<file path="config.mk">
export PLATFORM = sky130hd
export DESIGN_NAME = delta_selector_array_encoder_flat
export DESIGN_NICKNAME = d
export VERILOG_FILES = /design/src/sv/dsae_pkg.sv /design/src/sv/dsae_in_if.sv /design/src/sv/dsae_out_if.sv /design/src/sv/dsae_ctrl.sv /design/src/sv/dsae_dp.sv /design/src/sv/delta_selector_array_encoder.sv /design/src/flat_wrapper.sv
export SDC_FILE = /design/constraint.sdc
export NUM_CORES = 1
export LEC_CHECK = 0
export CORE_MARGIN = 2
export CORE_UTILIZATION = 40
export CTS_CLUSTER_DIAMETER = 100
export DETAILED_ROUTE_END_ITERATION = 10
export DONT_BUFFER_PORTS = 1
export PLACE_DENSITY = 0.51
export SETUP_SLACK_MARGIN = 0.4
export SYNTH_ARGS = -nofsm -noshare
export SYNTH_HDL_FRONTEND = slang
export SYNTH_SLANG_ARGS = --single-unit
</file>
<file path="constraint.sdc">
create_clock -name clk -period 29.1 [get_ports clk]
set_input_delay 2.91 -clock clk [delete_from_list [all_inputs] [get_ports clk]]
set_output_delay 2.91 -clock clk [all_outputs]
set_load 0.05 [all_outputs]
</file>
<file path="src/sv/dsae_pkg.sv">
// Shared types, selector table and constants for the delta selector array encoder.
package dsae_pkg;

	localparam int MaxWidth   = 32;
	localparam int StartWidth = MaxWidth / 2;
	localparam int NumSel     = 16;
	localparam int GroupSize  = 4;
	localparam int SelBits    = 4;

	// Width change and span for each selector code; code 0 is the one-gap full-width escape.
	localparam logic signed [2:0] SEL_DELTA [NumSel] = '{
		3'sd0,
		-3'sd3,
		-3'sd2, -3'sd2,
		-3'sd1, -3'sd1, -3'sd1,
		3'sd0, 3'sd0, 3'sd0,
		3'sd1, 3'sd1, 3'sd1,
		3'sd2, 3'sd2,
		3'sd3
	};

	localparam logic [2:0] SEL_SPAN [NumSel] = '{
		3'd1,
		3'd1,
		3'd1, 3'd2,
		3'd1, 3'd2, 3'd4,
		3'd1, 3'd2, 3'd4,
		3'd1, 3'd2, 3'd4,
		3'd1, 3'd2,
		3'd1
	};

	localparam logic [3:0] SEL_ESCAPE = 4'd0;

	typedef enum logic [2:0] {
		ST_IDLE,
		ST_STORE,
		ST_SCORE,
		ST_PICK,
		ST_SEL,
		ST_GAP,
		ST_ADV
	} dsae_state_t;

	typedef struct packed {
		logic accept;
		logic store;
		logic score;
		logic pick;
		logic emit_sel;
		logic emit_gap;
		logic advance;
	} dsae_cmd_t;

	typedef struct packed {
		logic [2:0] count;
		logic       final_item;
		logic       out_free;
		logic       width_zero;
		logic       last_gap;
		logic       more_groups;
	} dsae_stat_t;

endpackage

</file>
<file path="src/sv/dsae_in_if.sv">
// Input channel carrying one array element per transaction.
interface dsae_in_if;
	logic        valid;
	logic        ready;
	logic [31:0] value;
	logic        is_final;

	modport source (output valid, output value, output is_final, input ready);
	modport sink (input valid, input value, input is_final, output ready);
endinterface

</file>
<file path="src/sv/dsae_out_if.sv">
// Output channel carrying one stream field per transaction.
interface dsae_out_if;
	logic        valid;
	logic        ready;
	logic [31:0] field_value;
	logic [5:0]  field_bits;
	logic        is_selector;
	logic        run_last;
	logic        array_end;

	modport source (output valid, output field_value, output field_bits, output is_selector,
		output run_last, output array_end, input ready);
	modport sink (input valid, input field_value, input field_bits, input is_selector,
		input run_last, input array_end, output ready);
endinterface

</file>
<file path="src/sv/dsae_ctrl.sv">
// Controller state machine sequencing store, scoring, selection, emission and shift.
module dsae_ctrl (
	input  logic               clk,
	input  logic               arst_n,
	input  logic               in_valid,
	output logic               in_ready,
	input  dsae_pkg::dsae_stat_t stat,
	output dsae_pkg::dsae_cmd_t  cmd
);

	dsae_pkg::dsae_state_t state_q, state_d;

	always_ff @(posedge clk or negedge arst_n) begin
		if (!arst_n) begin
			state_q <= dsae_pkg::ST_IDLE;
		end else begin
			state_q <= state_d;
		end
	end

	always_comb begin
		state_d  = state_q;
		cmd      = '0;
		in_ready = 1'b0;
		unique case (state_q)
			dsae_pkg::ST_IDLE: begin
				in_ready   = 1'b1;
				cmd.accept = in_valid;
				if (in_valid) begin
					state_d = dsae_pkg::ST_STORE;
				end
			end
			dsae_pkg::ST_STORE: begin
				cmd.store = 1'b1;
				// A group is encoded once four gaps are held, or always on the final element.
				if (stat.final_item || stat.count == 3'd3) begin
					state_d = dsae_pkg::ST_SCORE;
				end else begin
					state_d = dsae_pkg::ST_IDLE;
				end
			end
			dsae_pkg::ST_SCORE: begin
				cmd.score = 1'b1;
				state_d   = dsae_pkg::ST_PICK;
			end
			dsae_pkg::ST_PICK: begin
				cmd.pick = 1'b1;
				state_d  = dsae_pkg::ST_SEL;
			end
			dsae_pkg::ST_SEL: begin
				if (stat.out_free) begin
					cmd.emit_sel = 1'b1;
					state_d = stat.width_zero ? dsae_pkg::ST_ADV : dsae_pkg::ST_GAP;
				end
			end
			dsae_pkg::ST_GAP: begin
				if (stat.out_free) begin
					cmd.emit_gap = 1'b1;
					if (stat.last_gap) begin
						state_d = dsae_pkg::ST_ADV;
					end
				end
			end
			dsae_pkg::ST_ADV: begin
				cmd.advance = 1'b1;
				if (stat.final_item && stat.more_groups) begin
					state_d = dsae_pkg::ST_SCORE;
				end else begin
					state_d = dsae_pkg::ST_IDLE;
				end
			end
			default: begin
				state_d = dsae_pkg::ST_IDLE;
			end
		endcase
	end

endmodule

</file>
<file path="src/sv/dsae_dp.sv">
// Datapath: gap formation, pending group, selector scoring and output register.
module dsae_dp (
	input  logic                 clk,
	input  logic                 arst_n,
	input  logic [31:0]          in_value,
	input  logic                 in_is_final,
	input  dsae_pkg::dsae_cmd_t  cmd,
	output dsae_pkg::dsae_stat_t stat,
	dsae_out_if.source           fields
);

	logic [31:0] prev_q;
	logic [5:0]  width_q;
	logic [31:0] gap_q;
	logic        final_q;
	logic [31:0] gaps_q [dsae_pkg::GroupSize];
	logic [5:0]  lens_q [dsae_pkg::GroupSize];
	logic [2:0]  count_q;
	logic signed [9:0] score_s1 [dsae_pkg::NumSel];
	logic              ok_s1    [dsae_pkg::NumSel];
	logic [3:0]  sel_q;
	logic [2:0]  span_q;
	logic [1:0]  idx_q;

	logic        out_valid_q;
	logic [31:0] out_value_q;
	logic [5:0]  out_bits_q;
	logic        out_sel_q;
	logic        out_last_q;
	logic        out_end_q;

	// Scoring terms
	logic signed [7:0] cand_w   [dsae_pkg::NumSel];
	logic              cand_ok  [dsae_pkg::NumSel];
	logic signed [9:0] cand_sc  [dsae_pkg::NumSel];
	logic        [8:0] len_sum  [dsae_pkg::NumSel];

	// Selection tree
	logic signed [9:0] t1_sc [8];
	logic        [3:0] t1_ix [8];
	logic              t1_ok [8];
	logic signed [9:0] t2_sc [4];
	logic        [3:0] t2_ix [4];
	logic              t2_ok [4];
	logic signed [9:0] t3_sc [2];
	logic        [3:0] t3_ix [2];
	logic              t3_ok [2];
	logic        [3:0] best_ix;

	logic [5:0]  store_len;
	logic [5:0]  width_next;
	logic [31:0] gap_mask;
	logic        more_groups;
	logic        tail_done;
	logic        out_free;

	function automatic logic [5:0] bit_length(input logic [31:0] v);
		logic [5:0] n;
		n = 6'd0;
		for (int b = 0; b < 32; b++) begin
			if (v[b]) begin
				n = 6'(b + 1);
			end
		end
		return n;
	endfunction

	assign store_len   = bit_length(gap_q);
	assign more_groups = (count_q != span_q);
	assign tail_done   = !(final_q && more_groups);
	assign out_free    = !out_valid_q || fields.ready;
	assign gap_mask    = (width_q >= 6'(dsae_pkg::MaxWidth)) ? 32'hFFFF_FFFF
		: ~(32'hFFFF_FFFF << width_q);

	assign stat.count       = count_q;
	assign stat.final_item  = final_q;
	assign stat.out_free    = out_free;
	assign stat.width_zero  = (width_q == 6'd0);
	assign stat.last_gap    = ({1'b0, idx_q} == span_q - 3'd1);
	assign stat.more_groups = more_groups;

	// Every selector is scored in parallel against the held lengths.
	always_comb begin
		for (int i = 0; i < dsae_pkg::NumSel; i++) begin
			cand_w[i]  = $signed({2'b00, width_q}) + 8'(dsae_pkg::SEL_DELTA[i]);
			cand_ok[i] = (cand_w[i] >= 8'sd0) && (cand_w[i] <= 8'(dsae_pkg::MaxWidth))
				&& (dsae_pkg::SEL_SPAN[i] <= count_q);
			len_sum[i] = 9'd0;
			for (int k = 0; k < dsae_pkg::GroupSize; k++) begin
				if (3'(k) < dsae_pkg::SEL_SPAN[i]) begin
					len_sum[i] = len_sum[i] + 9'(lens_q[k]);
					if ({2'b00, lens_q[k]} > cand_w[i]) begin
						cand_ok[i] = 1'b0;
					end
				end
			end
			cand_sc[i] = 10'($signed({2'b00, dsae_pkg::SEL_SPAN[i]}) - 10'sd1) * 10'sd4
				- (10'(cand_w[i]) * $signed({7'd0, dsae_pkg::SEL_SPAN[i]})
				- $signed({1'b0, len_sum[i]}));
		end
		// The escape selector always qualifies and scores on the first length only.
		cand_ok[0] = 1'b1;
		cand_sc[0] = $signed({4'd0, lens_q[0]}) - 10'(dsae_pkg::MaxWidth);
	end

	// Ties go to the lower code, so the tree matches a first-best scan.
	always_comb begin
		for (int j = 0; j < 8; j++) begin
			if (ok_s1[2*j+1] && score_s1[2*j+1] > score_s1[2*j] || !ok_s1[2*j]) begin
				t1_sc[j] = score_s1[2*j+1];
				t1_ix[j] = 4'(2*j+1);
				t1_ok[j] = ok_s1[2*j+1];
			end else begin
				t1_sc[j] = score_s1[2*j];
				t1_ix[j] = 4'(2*j);
				t1_ok[j] = ok_s1[2*j];
			end
		end
		for (int j = 0; j < 4; j++) begin
			if (t1_ok[2*j+1] && (t1_sc[2*j+1] > t1_sc[2*j] || !t1_ok[2*j])) begin
				t2_sc[j] = t1_sc[2*j+1];
				t2_ix[j] = t1_ix[2*j+1];
				t2_ok[j] = 1'b1;
			end else begin
				t2_sc[j] = t1_sc[2*j];
				t2_ix[j] = t1_ix[2*j];
				t2_ok[j] = t1_ok[2*j];
			end
		end
		for (int j = 0; j < 2; j++) begin
			if (t2_ok[2*j+1] && (t2_sc[2*j+1] > t2_sc[2*j] || !t2_ok[2*j])) begin
				t3_sc[j] = t2_sc[2*j+1];
				t3_ix[j] = t2_ix[2*j+1];
				t3_ok[j] = 1'b1;
			end else begin
				t3_sc[j] = t2_sc[2*j];
				t3_ix[j] = t2_ix[2*j];
				t3_ok[j] = t2_ok[2*j];
			end
		end
		if (t3_ok[1] && (t3_sc[1] > t3_sc[0] || !t3_ok[0])) begin
			best_ix = t3_ix[1];
		end else begin
			best_ix = t3_ix[0];
		end
		if (best_ix == dsae_pkg::SEL_ESCAPE) begin
			width_next = 6'(dsae_pkg::MaxWidth);
		end else begin
			width_next = 6'($signed({2'b00, width_q}) + 8'(dsae_pkg::SEL_DELTA[best_ix]));
		end
	end

	// Control state with reset values.
	always_ff @(posedge clk or negedge arst_n) begin
		if (!arst_n) begin
			prev_q      <= '0;
			width_q     <= 6'(dsae_pkg::StartWidth);
			count_q     <= '0;
			final_q     <= 1'b0;
			out_valid_q <= 1'b0;
		end else begin
			if (cmd.accept) begin
				prev_q  <= in_value;
				final_q <= in_is_final;
			end
			if (cmd.store) begin
				count_q <= count_q + 3'd1;
			end
			if (cmd.pick) begin
				width_q <= width_next;
			end
			if (cmd.advance) begin
				count_q <= count_q - span_q;
				if (final_q && !more_groups) begin
					prev_q  <= '0;
					width_q <= 6'(dsae_pkg::StartWidth);
				end
			end
			if (cmd.emit_sel || cmd.emit_gap) begin
				out_valid_q <= 1'b1;
			end else if (fields.ready) begin
				out_valid_q <= 1'b0;
			end
		end
	end

	// Payload registers.
	always_ff @(posedge clk) begin
		if (cmd.accept) begin
			gap_q <= in_value - prev_q - 32'd1;
		end
		if (cmd.store) begin
			gaps_q[count_q[1:0]] <= gap_q;
			lens_q[count_q[1:0]] <= store_len;
		end
		if (cmd.score) begin
			for (int i = 0; i < dsae_pkg::NumSel; i++) begin
				score_s1[i] <= cand_sc[i];
				ok_s1[i]    <= cand_ok[i];
			end
		end
		if (cmd.pick) begin
			sel_q  <= best_ix;
			span_q <= dsae_pkg::SEL_SPAN[best_ix];
			idx_q  <= '0;
		end
		if (cmd.emit_sel) begin
			out_value_q <= {28'd0, sel_q};
			out_bits_q  <= 6'(dsae_pkg::SelBits);
			out_sel_q   <= 1'b1;
			out_last_q  <= (width_q == 6'd0) && tail_done;
			out_end_q   <= (width_q == 6'd0) && tail_done && final_q;
		end
		if (cmd.emit_gap) begin
			out_value_q <= gaps_q[idx_q] & gap_mask;
			out_bits_q  <= width_q;
			out_sel_q   <= 1'b0;
			out_last_q  <= stat.last_gap && tail_done;
			out_end_q   <= stat.last_gap && tail_done && final_q;
			idx_q       <= idx_q + 2'd1;
		end
		if (cmd.advance) begin
			for (int i = 0; i < dsae_pkg::GroupSize; i++) begin
				if (3'(i) + span_q < 3'(dsae_pkg::GroupSize)) begin
					gaps_q[i] <= gaps_q[2'(3'(i) + span_q)];
					lens_q[i] <= lens_q[2'(3'(i) + span_q)];
				end
			end
		end
	end

	assign fields.valid       = out_valid_q;
	assign fields.field_value = out_value_q;
	assign fields.field_bits  = out_bits_q;
	assign fields.is_selector = out_sel_q;
	assign fields.run_last    = out_last_q;
	assign fields.array_end   = out_end_q;

endmodule

</file>
<file path="src/sv/delta_selector_array_encoder.sv">
// Top level of the delta selector array encoder: controller plus datapath.
//
// The items channel takes one array element per transaction: a 32-bit value and
// is_final, which marks the last element of the array. Each value becomes a gap
// (value minus previous value minus one) and is held with its bit length until
// four gaps are pending, or until the final element arrives. A group is then
// encoded: the best of the selector table is scored and chosen, its 4-bit code
// goes out on the fields channel, followed by the covered gaps at the new width.
// The last field caused by an element carries run_last, and on a final element
// array_end as well; after that the block starts a new array.
// An element that only fills the group passes through the idle and store states.
// An element that closes a group goes through store, score and pick, then one field
// per cycle from the output register while the receiver takes them, then a shift of
// the pending group; a final element repeats the group sequence until none is pending.
// The sequencing is set by the controller, which handles one element at a time.
// After reset the previous value is zero, the running width is 16 and nothing
// is pending. When the receiver stalls, the output register holds its field and
// the controller waits; no field is lost or repeated.
module delta_selector_array_encoder (
	input  logic        clk,
	input  logic        arst_n,
	dsae_in_if.sink     items,
	dsae_out_if.source  fields
);

	dsae_pkg::dsae_cmd_t  cmd;
	dsae_pkg::dsae_stat_t stat;

	// The controller owns the input handshake and issues one command per cycle, except while it waits for input or output.
	dsae_ctrl u_ctrl (
		.clk      (clk),
		.arst_n   (arst_n),
		.in_valid (items.valid),
		.in_ready (items.ready),
		.stat     (stat),
		.cmd      (cmd)
	);

	// The datapath holds all pending state and the output register.
	dsae_dp u_dp (
		.clk         (clk),
		.arst_n      (arst_n),
		.in_value    (items.value),
		.in_is_final (items.is_final),
		.cmd         (cmd),
		.stat        (stat),
		.fields      (fields)
	);

endmodule
</file>
<file path="src/flat_wrapper.sv">
// flat-port wrapper written by rule: the top's interface ports become plain ports
module delta_selector_array_encoder_flat 
  (clk, arst_n, items_valid, items_value, items_is_final, items_ready, fields_valid, fields_field_value, fields_field_bits, fields_is_selector, fields_run_last, fields_array_end, fields_ready);
  dsae_in_if items_i ();
  dsae_out_if fields_i ();
  input  logic clk;
  input  logic arst_n;
  input wire logic [$bits(items_i.valid)-1:0] items_valid;
  input wire logic [$bits(items_i.value)-1:0] items_value;
  input wire logic [$bits(items_i.is_final)-1:0] items_is_final;
  output wire logic [$bits(items_i.ready)-1:0] items_ready;
  output wire logic [$bits(fields_i.valid)-1:0] fields_valid;
  output wire logic [$bits(fields_i.field_value)-1:0] fields_field_value;
  output wire logic [$bits(fields_i.field_bits)-1:0] fields_field_bits;
  output wire logic [$bits(fields_i.is_selector)-1:0] fields_is_selector;
  output wire logic [$bits(fields_i.run_last)-1:0] fields_run_last;
  output wire logic [$bits(fields_i.array_end)-1:0] fields_array_end;
  input wire logic [$bits(fields_i.ready)-1:0] fields_ready;
  assign items_i.valid = items_valid;
  assign items_i.value = items_value;
  assign items_i.is_final = items_is_final;
  assign items_ready = items_i.ready;
  assign fields_valid = fields_i.valid;
  assign fields_field_value = fields_i.field_value;
  assign fields_field_bits = fields_i.field_bits;
  assign fields_is_selector = fields_i.is_selector;
  assign fields_run_last = fields_i.run_last;
  assign fields_array_end = fields_i.array_end;
  assign fields_i.ready = fields_ready;
  delta_selector_array_encoder u_core (.clk(clk), .arst_n(arst_n), .items(items_i), .fields(fields_i));
endmodule
</file>
# [Yosys cells after proc, flatten, opt, wreduce, memory -nomap -nowiden]
# Memories as Yosys holds them, arrays and structs flattened. A register that Yosys moved wholly into a read port is not among the register bits.
# Cells that the tools add are included.
[classes] n_bitwise=3 eq_ne=13 n_shift=1 order_cmp=56 n_reduce_logical=89 mux=168 add_sub_neg=50
[op_table] operator="32-bit 2-to-1 mux" n=7
[op_table] operator="6-bit 2-to-1 mux" n=37
[op_table] operator="10-bit > comparator" n=15
[op_table] operator="10-bit 2-to-1 mux" n=14
[op_table] operator="1-bit 2-to-1 mux" n=85
[op_table] operator="6-bit by 8-bit > comparator with 1-bit output" n=7
[op_table] operator="6-bit by 7-bit > comparator with 1-bit output" n=7
[op_table] operator="1-bit logical AND" n=43
[op_table] operator="4-bit by 10-bit subtractor with 10-bit output, first input constant" n=4
[op_table] operator="8-bit by 7-bit subtractor with 9-bit output" n=4
[op_table] operator="32-bit AND" n=1
[op_table] operator="32-bit NOT" n=1
[op_table] operator="32-bit OR reduction" n=1
[op_table] operator="32-bit by 6-bit << shifter with 32-bit output, first input constant" n=1
[op_table] operator="32-bit by 1-bit subtractor with 32-bit output, second input constant" n=1
[op_table] operator="32-bit subtractor" n=1
[op_table] operator="1-bit by 9-bit subtractor with 10-bit output, first input constant" n=3
[op_table] operator="5-bit by 10-bit subtractor with 10-bit output, first input constant" n=3
[op_table] operator="4-bit 2-to-1 mux" n=7
[op_table] operator="1-bit by 8-bit subtractor with 9-bit output, first input constant" n=3
[op_table] operator="8-bit by 1-bit greater-or-equal comparator with 1-bit output, second input constant" n=3
[op_table] operator="6-bit > comparator" n=4
[op_table] operator="8-bit by 7-bit <= comparator with 1-bit output, second input constant" n=3
[op_table] operator="3-bit 2-to-1 mux" n=8
[op_table] operator="52 further kinds" n=117
[word_totals] n_memories=6 ramBits=328 regBits=125 inputBits=37 romBits=96 output_inout_bits=43 elab_cells=400
[mem_list] memory="u_core.u_dp.score_s1" words=16 word_bits=10 rd=16 rd_clocked_by_memory_dff=0 write_ports=16 line_no="dsae_dp.sv:19" rtl="logic signed [9:0] score_s1 [dsae_pkg::NumSel];"
[mem_list] memory="u_core.u_dp.gaps_q" words=4 word_bits=32 rd=5 rd_clocked_by_memory_dff=1 write_ports=4 line_no="dsae_dp.sv:16" rtl="logic [31:0] gaps_q [dsae_pkg::GroupSize];"
[mem_list] memory="(no name shown)" words=16 word_bits=3 rd=1 rd_clocked_by_memory_dff=1 write_ports=0 line_no="dsae_dp.sv:204" rtl="span_q <= dsae_pkg::SEL_SPAN[best_ix];"
[mem_list] memory="(no name shown)" words=16 word_bits=3 rd=1 rd_clocked_by_memory_dff=0 write_ports=0 line_no="dsae_dp.sv:149" rtl="width_next = 6'($signed({2'b00, width_q}) + 8'(dsae_pkg::SEL_DELTA[best_ix]));"
[mem_list] memory="u_core.u_dp.lens_q" words=4 word_bits=6 rd=8 rd_clocked_by_memory_dff=0 write_ports=4 line_no="dsae_dp.sv:17" rtl="logic [5:0] lens_q [dsae_pkg::GroupSize];"
[mem_list] memory="u_core.u_dp.ok_s1" words=16 word_bits=1 rd=16 rd_clocked_by_memory_dff=0 write_ports=16 line_no="dsae_dp.sv:20" rtl="logic ok_s1 [dsae_pkg::NumSel];"

# [Longest topological paths before layout]
# Gate-level depths: netlist of run 1.
[depth] depth_word=33 ltp_mapped=51 ltp_nobuf=48

# [Hierarchy]
# From an unflattened synthesis of run 1, not the netlist that was laid out.
[unflattened] hier_cells=3563 area_unflattened_um2=35477.8
[modules_own_cells] module="dsae_dp" instances=1 area_per_inst_um2=35158.7 seq_area_each_um2=12608.3 cells_each=3525
[modules_own_cells] module="dsae_ctrl" instances=1 area_per_inst_um2=319.1 seq_area_each_um2=75.1 cells_each=38

# [Least setup slack after synthesis of run 1]
# OpenSTA, ideal clock, no wires.
[synth_timing] kind="register to register" start="register u_core.u_ctrl.state_q[0]" end="memory u_core.u_dp.ok_s1[1][0], in the netlist u_core.u_dp.ok_s1[0][1], enable pin" required_ns=28.229 setup_ns=0.871 path_slack_ns=16.699 period_less_slack_ns=12.401 t_arrival_ns=11.530 n_path_buf=2 path_stages_with_launch=4 cell_sequence="dfrtp_1 -> clkbuf_1 -> clkbuf_1 -> nor3b_1"
[synth_rtl] element="start, declared" line_no="dsae_ctrl.sv:11" rtl="dsae_pkg::dsae_state_t state_q, state_d;"
[synth_rtl] element="start signal, assigned" line_no="dsae_ctrl.sv:15" rtl="state_q <= dsae_pkg::ST_IDLE;"
[synth_rtl] element="start signal, assigned" line_no="dsae_ctrl.sv:17" rtl="state_q <= state_d;"
[synth_rtl] element="end, declared" line_no="dsae_dp.sv:20"

==> results of run 1 <==
sequential cells by signal, summed over array words and instances, names as in the netlist, named ones only:
register,flops
u_core.u_dp.width_q,6
u_core.u_dp.fields.field_bits,6
u_core.u_dp.fields.valid,1
u_core.u_dp.prev_q,32
u_core.u_dp.fields.field_value,32
u_core.u_dp.count_q,3
u_core.u_dp.lens_q,24
u_core.u_dp.gaps_q,128
u_core.u_dp.score_s1,134
u_core.u_dp.gap_q,32
u_core.u_dp.idx_q,2
u_core.u_dp.fields.is_selector,1
u_core.u_dp.final_q,1
u_core.u_dp.span_q,3
u_core.u_dp.sel_q,4
u_core.u_dp.fields.run_last,1
u_core.u_dp.ok_s1,15
u_core.u_ctrl.state_q,3
u_core.u_dp.fields.array_end,1
worst register-to-register path: cells and delay by family (launching register included):
kind                     cells  cell delay [ps]
buffers and inverters        5              810
flip-flops                   1              500
AND/OR/NAND/NOR              8             1580
AO/OA/AOI/OAI               23             6060
multiplexers                 3              910
adder cells (fa/ha/maj)      6             1840
area by class of cell:
cell class                 count  area share, %
inverter                     362           3.49
clock inverter                34          0.901
multi-input combinational   2538           54.5
timing repair buffer          51          0.985
sequential                   431           32.6
clock buffer                  68           3.77
tap                         1165           3.75
per-layer routing:
metal	up-vias	wire length (µm)	global-route usage, %
li1	12649	-	-
met1	13418	47000	30.7
met2	731	58800	45.7
met3	194	4800	2.67
met4	0	5880	11.4
met5	-	0	0
metrics by stage:
step	setup WS (ps)	utilization, %	hold WS [ps]
detailed placement	17280	41.9	515
finish	17320	44.0	520
floorplan	16700	-	484
CTS	17280	44.0	523
global route	16520	44.0	544
global placement	17490	41.9	509
cells in the final DEF, fill, tap and decap left out, drive strengths merged, types with 17 or more instances in the layout:
cell      n
a21o     58
a21oi   179
a31oi    19
and3     25
buf      51
clkbuf   68
clkinv   20
dfrtp    45
edfxtp  382
fa       25
ha      421
inv     365
mux2     26
mux2i   246
mux4    112
nand2   306
nand2b   36
nand3    38
nand4    37
nor2    173
nor2b    47
nor3     50
nor3b    19
nor4     17
o211ai   48
o21a     55
o21ai   227
o21bai   39
xnor2   110
xor2     48
cells by family after synthesis:
logic type / synth area share, %
AO/OA/AOI/OAI: 13.7
AND/OR/NAND/NOR: 10.5
XOR/XNOR: 3.88
buffers and inverters: 5.29
adder cells (fa/ha/maj): 16.2
flip-flops: 35.6
multiplexers: 14.8
worst min path at each step:
stage	from	end	slack, ps	cells past startpoint
floorplan	u_core.u_dp.sel_q[0]	u_core.u_dp.fields.field_value[0]	480	2
global placement	u_core.u_dp.prev_q[9]	u_core.u_dp.prev_q[9]	510	2
detailed placement	u_core.u_dp.prev_q[8]	u_core.u_dp.prev_q[8]	520	2
CTS	u_core.u_dp.prev_q[10]	u_core.u_dp.prev_q[10]	520	2
global route	u_core.u_dp.prev_q[10]	u_core.u_dp.prev_q[10]	540	2
finish	u_core.u_dp.prev_q[13]	u_core.u_dp.prev_q[13]	520	2
==> parameters.txt, run 1 <==
Parameter                              Value

STA
  Slew margin rel.    between 10% and 20%
  Ratio of final minimum period to clock period    40.5%
  Minimum clock period    11780 ps
  Setup violators final    0
  Final hold vios    0
  Setup repair after global routing missed its margin    no
  Worst slew pin tran    approximately 1300 ps
  Setup TNS    0 ps
  Worst Clk Skew    46.6 ps
  Max Clk Rate    0.0849 GHz
  Pins over their slew limit    0

Place
  Final HPWL DP    88400 µm
  Placer Congestion    0.961
  I/O Buffers    0
  Placed Area    about 37000 µm²
  Placed cells    4547

Yosys
  Number of cells produced by synthesis    3461
  Largest area contributor in the synthesized netlist    sky130_fd_sc_hd__edfxtp_1
  Dominant cell by count in the synthesized netlist    sky130_fd_sc_hd__ha_1
  Yosys synthesis warning count    0
  Post-Syn Area    35600 µm²
  Prevailing post-synth register cell    sky130_fd_sc_hd__edfxtp_1
  Post-synth EDFFs    382
  Async S/R FF share, synth    a little over a tenth
  Count of different cell masters after synthesis    93
  Synthesis-stage register bit count    around 430
  Leading cell types by total area after synthesis    sky130_fd_sc_hd__edfxtp_1 (32%), sky130_fd_sc_hd__ha_1 (15%), sky130_fd_sc_hd__mux4_2 (7.1%)
  Avg Cell Area, Syn    between 10 and 15 µm²
  Synth Net Count    3944
  Area share of the leading cell type in the synthesized netlist    between 30% and 40%
  Proportion of synthesized chip area in sequential cells    35.6%
  Ranking of synthesized cells by instance count    sky130_fd_sc_hd__ha_1 (421), sky130_fd_sc_hd__edfxtp_1 (382), sky130_fd_sc_hd__inv_1 (357)

Worst setup path
  Master of the slowest instance on the critical path    sky130_fd_sc_hd__a22oi_2
  Most common cell type on the critical path    sky130_fd_sc_hd__ha_1
  Max FO, Critical Path    14
  Data required time at the worst endpoint    29620 ps
  Buffers and inverters on the worst path    5
  Reg2reg start    u_core.u_dp.score_s1[0][40]
  Worst setup path endpoint    u_core.u_dp.width_q[5]
  Crit path DAT    around 12000 ps
  Crit path kind    register to register
  Worst stage delay on the critical path    about 900 ps
  Count of cells along the worst register-to-register path    45
  Cell family contributing the most delay on the critical path    compound AO/OA/AOI/OAI gates
  Count of cell instances traversed by the critical path    45
  Register-to-register setup slack    approximately 17000 ps
  Critical path launch point type    register
  Start point of the critical path    u_core.u_dp.score_s1[0][40]
  Worst setup EP type    register
  Worst flop-to-flop path endpoint    u_core.u_dp.width_q[5]

Route
  Average routed wire per standard cell    25.1 µm
  Avg Vias per Cell    5.81
  Detailed-router iteration count before antenna repair    8
  Detailed-route wire length    ~120000 µm
  Number of DRC violations after detailed routing    0
  Vias    between 20000 and 30000
  Post-route ant nets    0
  1st-iter DRT viols    1844

Clock tree
  Number of clock sinks    431
  # Post-CTS Setup Buffers    0
  Insertion delay of the later-clocked pin in the worst-skew pair    630 ps
  Number of buffers added to fix hold violations after cts    0
  Count of cells resized by post-cts repair    0
  Number of H-tree branching levels    2
  Clock slew at the register clock pins of the worst setup and hold paths    60 ps
  Number of buffers on the longest clock path    3
  CTS Buf Count    55
  CTS tree    built
  Cell at the root of the clock tree    sky130_fd_sc_hd__clkbuf_16

Layout
  Final Non-Filler Cells    around 4600
  Net total in the final layout    3922
  Finished Cell Area    38900 µm²
  Area of the multi-input gates    21200 µm²
  Layout overhead on the synthesized area    9.16%
  Number of antenna cells inserted    0
  Number of fill cells in the layout    8386
  Layout cell share with drive strength beyond 1    a little under a tenth
  FF/Latch Area    12700 µm²

Global routing
  Total global-route track usage    25.4%
  Number of global-route vias before repair    27226
  Global-route wire length before repair    174000 µm
  Pin count of the biggest net entering global routing    just under 80
  Initial antenna violation count    1
  GRT Residual Overflow    0

Die
  Std cell rows    109
  Initial Utilization    40.3%
  Y dimension of the die    302 µm
  Count of pins on the block boundary    80
  Die outline width    302 µm
  Area inside the core boundary    between 80000 and 90000 µm²
  Die footprint    91500 µm²

Flow run
  Count of maximum capacitance violations    0

Status
  Outcome    completed

Min path
  Worst hold-check path type    register to register
Power of run 1 is left out: the tool's default activity adds up to more than one toggle a clock period on the data nets, which glitch-free logic cannot reach.
==> run 2, diff against run 1 <==
Settings changed: PLACE_DENSITY 0.51 to 0.53.
Clock period 29.1 ns to 10.21 ns, I/O delays scaled along.
==> parameters.txt, run 2 (synthesized netlist as in run 1, its figures left out) <==
Parameter                              Value

Status
  Outcome    completed

Worst setup path
  Crit path DAT    9780 ps
  Critical path launch point type    register
  Most common cell type on the critical path    sky130_fd_sc_hd__ha_1
  Data required time at the worst endpoint    10720 ps
  Crit path kind    register to register
  Worst setup EP type    register
  Max FO, Critical Path    10
  Worst stage delay on the critical path    400 ps
  Master of the slowest instance on the critical path    sky130_fd_sc_hd__edfxtp_1

Global routing
  GRT Residual Overflow    0
  Number of global-route vias before repair    25898
  Initial antenna violation count    2
  Global-route wire length before repair    166000 µm
  Pin count of the biggest net entering global routing    just under 80
  Total global-route track usage    between 20% and 30%

Route
  Avg Vias per Cell    between 5 and 6
  Vias    around 27000
  Number of DRC violations after detailed routing    0
  Average routed wire per standard cell    around 23 µm
  Detailed-router iteration count before antenna repair    5
  Post-route ant nets    0
  Detailed-route wire length    111000 µm
  1st-iter DRT viols    between 1500 and 2000

STA
  Pins over their slew limit    0
  Ratio of final minimum period to clock period    about nine tenths
  Final hold vios    0
  Worst Clk Skew    42.2 ps
  Worst slew pin tran    1250 ps
  Minimum clock period    9270 ps
  Setup violators final    0
  Slew margin rel.    16.0%
  Setup TNS    0 ps
  Setup repair after global routing missed its margin    no
  Worst hold slack after final layout    87.9 ps
  Max Clk Rate    around 0.11 GHz
  Post-route worst setup slack    roughly 940 ps

Min path
  Worst hold-check path type    input pin to asynchronous set/reset pin

Clock tree
  Number of H-tree branching levels    2
  Number of clock sinks    431
  CTS Buf Count    52
  Number of buffers added to fix hold violations after cts    0
  CTS tree    built
  Number of buffers on the longest clock path    3
  Clock slew at the register clock pins of the worst setup and hold paths    60 ps
  Insertion delay of the later-clocked pin in the worst-skew pair    640 ps
  Cell at the root of the clock tree    sky130_fd_sc_hd__clkbuf_16

Die
  Count of pins on the block boundary    80
  Area inside the core boundary    about 88000 µm²
  Die outline width    302 µm
  Y dimension of the die    between 300 and 400 µm
  Initial Utilization    40.3%
  Die footprint    approximately 91000 µm²
  Std cell rows    109

Layout
  FF/Latch Area    12700 µm²
  Most common library cell in the layout ignoring fill and taps    sky130_fd_sc_hd__ha_1
  Number of fill cells in the layout    8459
  Net total in the final layout    3981
  Area of the multi-input gates    between 20000 and 25000 µm²
  Highest-count cells in the layout ignoring fill and taps    sky130_fd_sc_hd__ha_1 (413), sky130_fd_sc_hd__edfxtp_1 (382), sky130_fd_sc_hd__inv_1 (357)
  Biggest regs    u_core.u_dp.score_s1: 134 flops, u_core.u_dp.gaps_q: 128 flops
  Number of antenna cells inserted    0
  Layout overhead on the synthesized area    10.9%
  Final Non-Filler Cells    4707
  Flip-flop count of the largest register after layout    roughly 130
  Register bank with the most flops    u_core.u_dp.score_s1
  Layout cell share with drive strength beyond 1    about 12%

Place
  Placer Congestion    between 0.9 and 1
  Placed cells    4587
  Final HPWL DP    82400 µm
  Pre-CTS setup slack    ~110 ps
  I/O Buffers    0

Flow run
  Count of maximum capacitance violations    0
[run 2: cell count changes in the layout (fill, tap and decap cells not counted), moves of 4 or more]
| cell | delta |
|---|---|
| sky130_fd_sc_hd__clkinv_1 | +9 |
| sky130_fd_sc_hd__mux2i_2 | +5 |
| sky130_fd_sc_hd__ha_1 | -7 |
| sky130_fd_sc_hd__a21oi_1 | -4 |
| sky130_fd_sc_hd__mux2i_1 | -6 |
| sky130_fd_sc_hd__ha_4 | +4 |
| sky130_fd_sc_hd__xnor2_1 | -4 |
| sky130_fd_sc_hd__clkinvlp_4 | -4 |
| sky130_fd_sc_hd__xnor2_2 | +4 |
| sky130_fd_sc_hd__clkbuf_16 | -4 |
| sky130_fd_sc_hd__buf_4 | +58 |
[run 2: worst paths after layout]
check                                       startpoint                     end  slack (ps)  depth (start not counted)
max reg2reg                u_core.u_dp.score_s1[1][77]  u_core.u_dp.width_q[5]         940                         43
min                                             arst_n   u_core.u_dp.prev_q[4]          90                          0
max in group asynchronous                       arst_n  u_core.u_dp.width_q[4]        9890                          0
min reg2reg                     u_core.u_dp.prev_q[11]  u_core.u_dp.prev_q[11]         520                          2
min in group clk                        items_is_final     u_core.u_dp.final_q         510                          2
max                        u_core.u_dp.score_s1[1][77]  u_core.u_dp.width_q[5]         940                         43
[run 2: per-stage QoR]
stage          util (%)  area (µm²)
6_report           44.7       39500
5_1_grt            44.7       39500
4_1_cts            44.3       39200
3_5_place_dp       42.3       37400
3_3_place_gp       42.3       37400
2_1_floorplan         -       35600
[run 2: routing by layer]
metal | wire (µm) | global-route usage [%] | part of all wire [%]
met1 | 47100 | 30.8 | 43
met5 | 0 | 0 | 0
met2 | 53400 | 41.3 | 48
met4 | 5160 | 9.82 | 4.7
met3 | 4890 | 2.86 | 4.4
[run 2: final cells by class]
class,instances,share of cell area [%]
clock buffers,61,3.38
clock inverters,37,0.919
multi-input cells,2538,54.2
repair buffers,113,2.21
inverters,362,3.45
well taps,1165,3.69
flip-flops and latches,431,32.1
[run 2: what timing repair did]
item | 4_1_cts | 5_1_grt
setup endpoints to repair | 1 | 5
buffers inserted | 3 | 19
gates cloned | 0 | 0
gates resized for setup | 9 | 37
pin swaps | 0 | 19
[run 2: critical path: cells and delay by family (launching register included)]
kind,cells,cell delay (ps)
flops,1,400
fa+ha+maj,6,1780
compound gates,24,4500
mux,2,680
simple gates,8,1180
buf+inv,3,580
Power of run 2 is left out for the same reason.
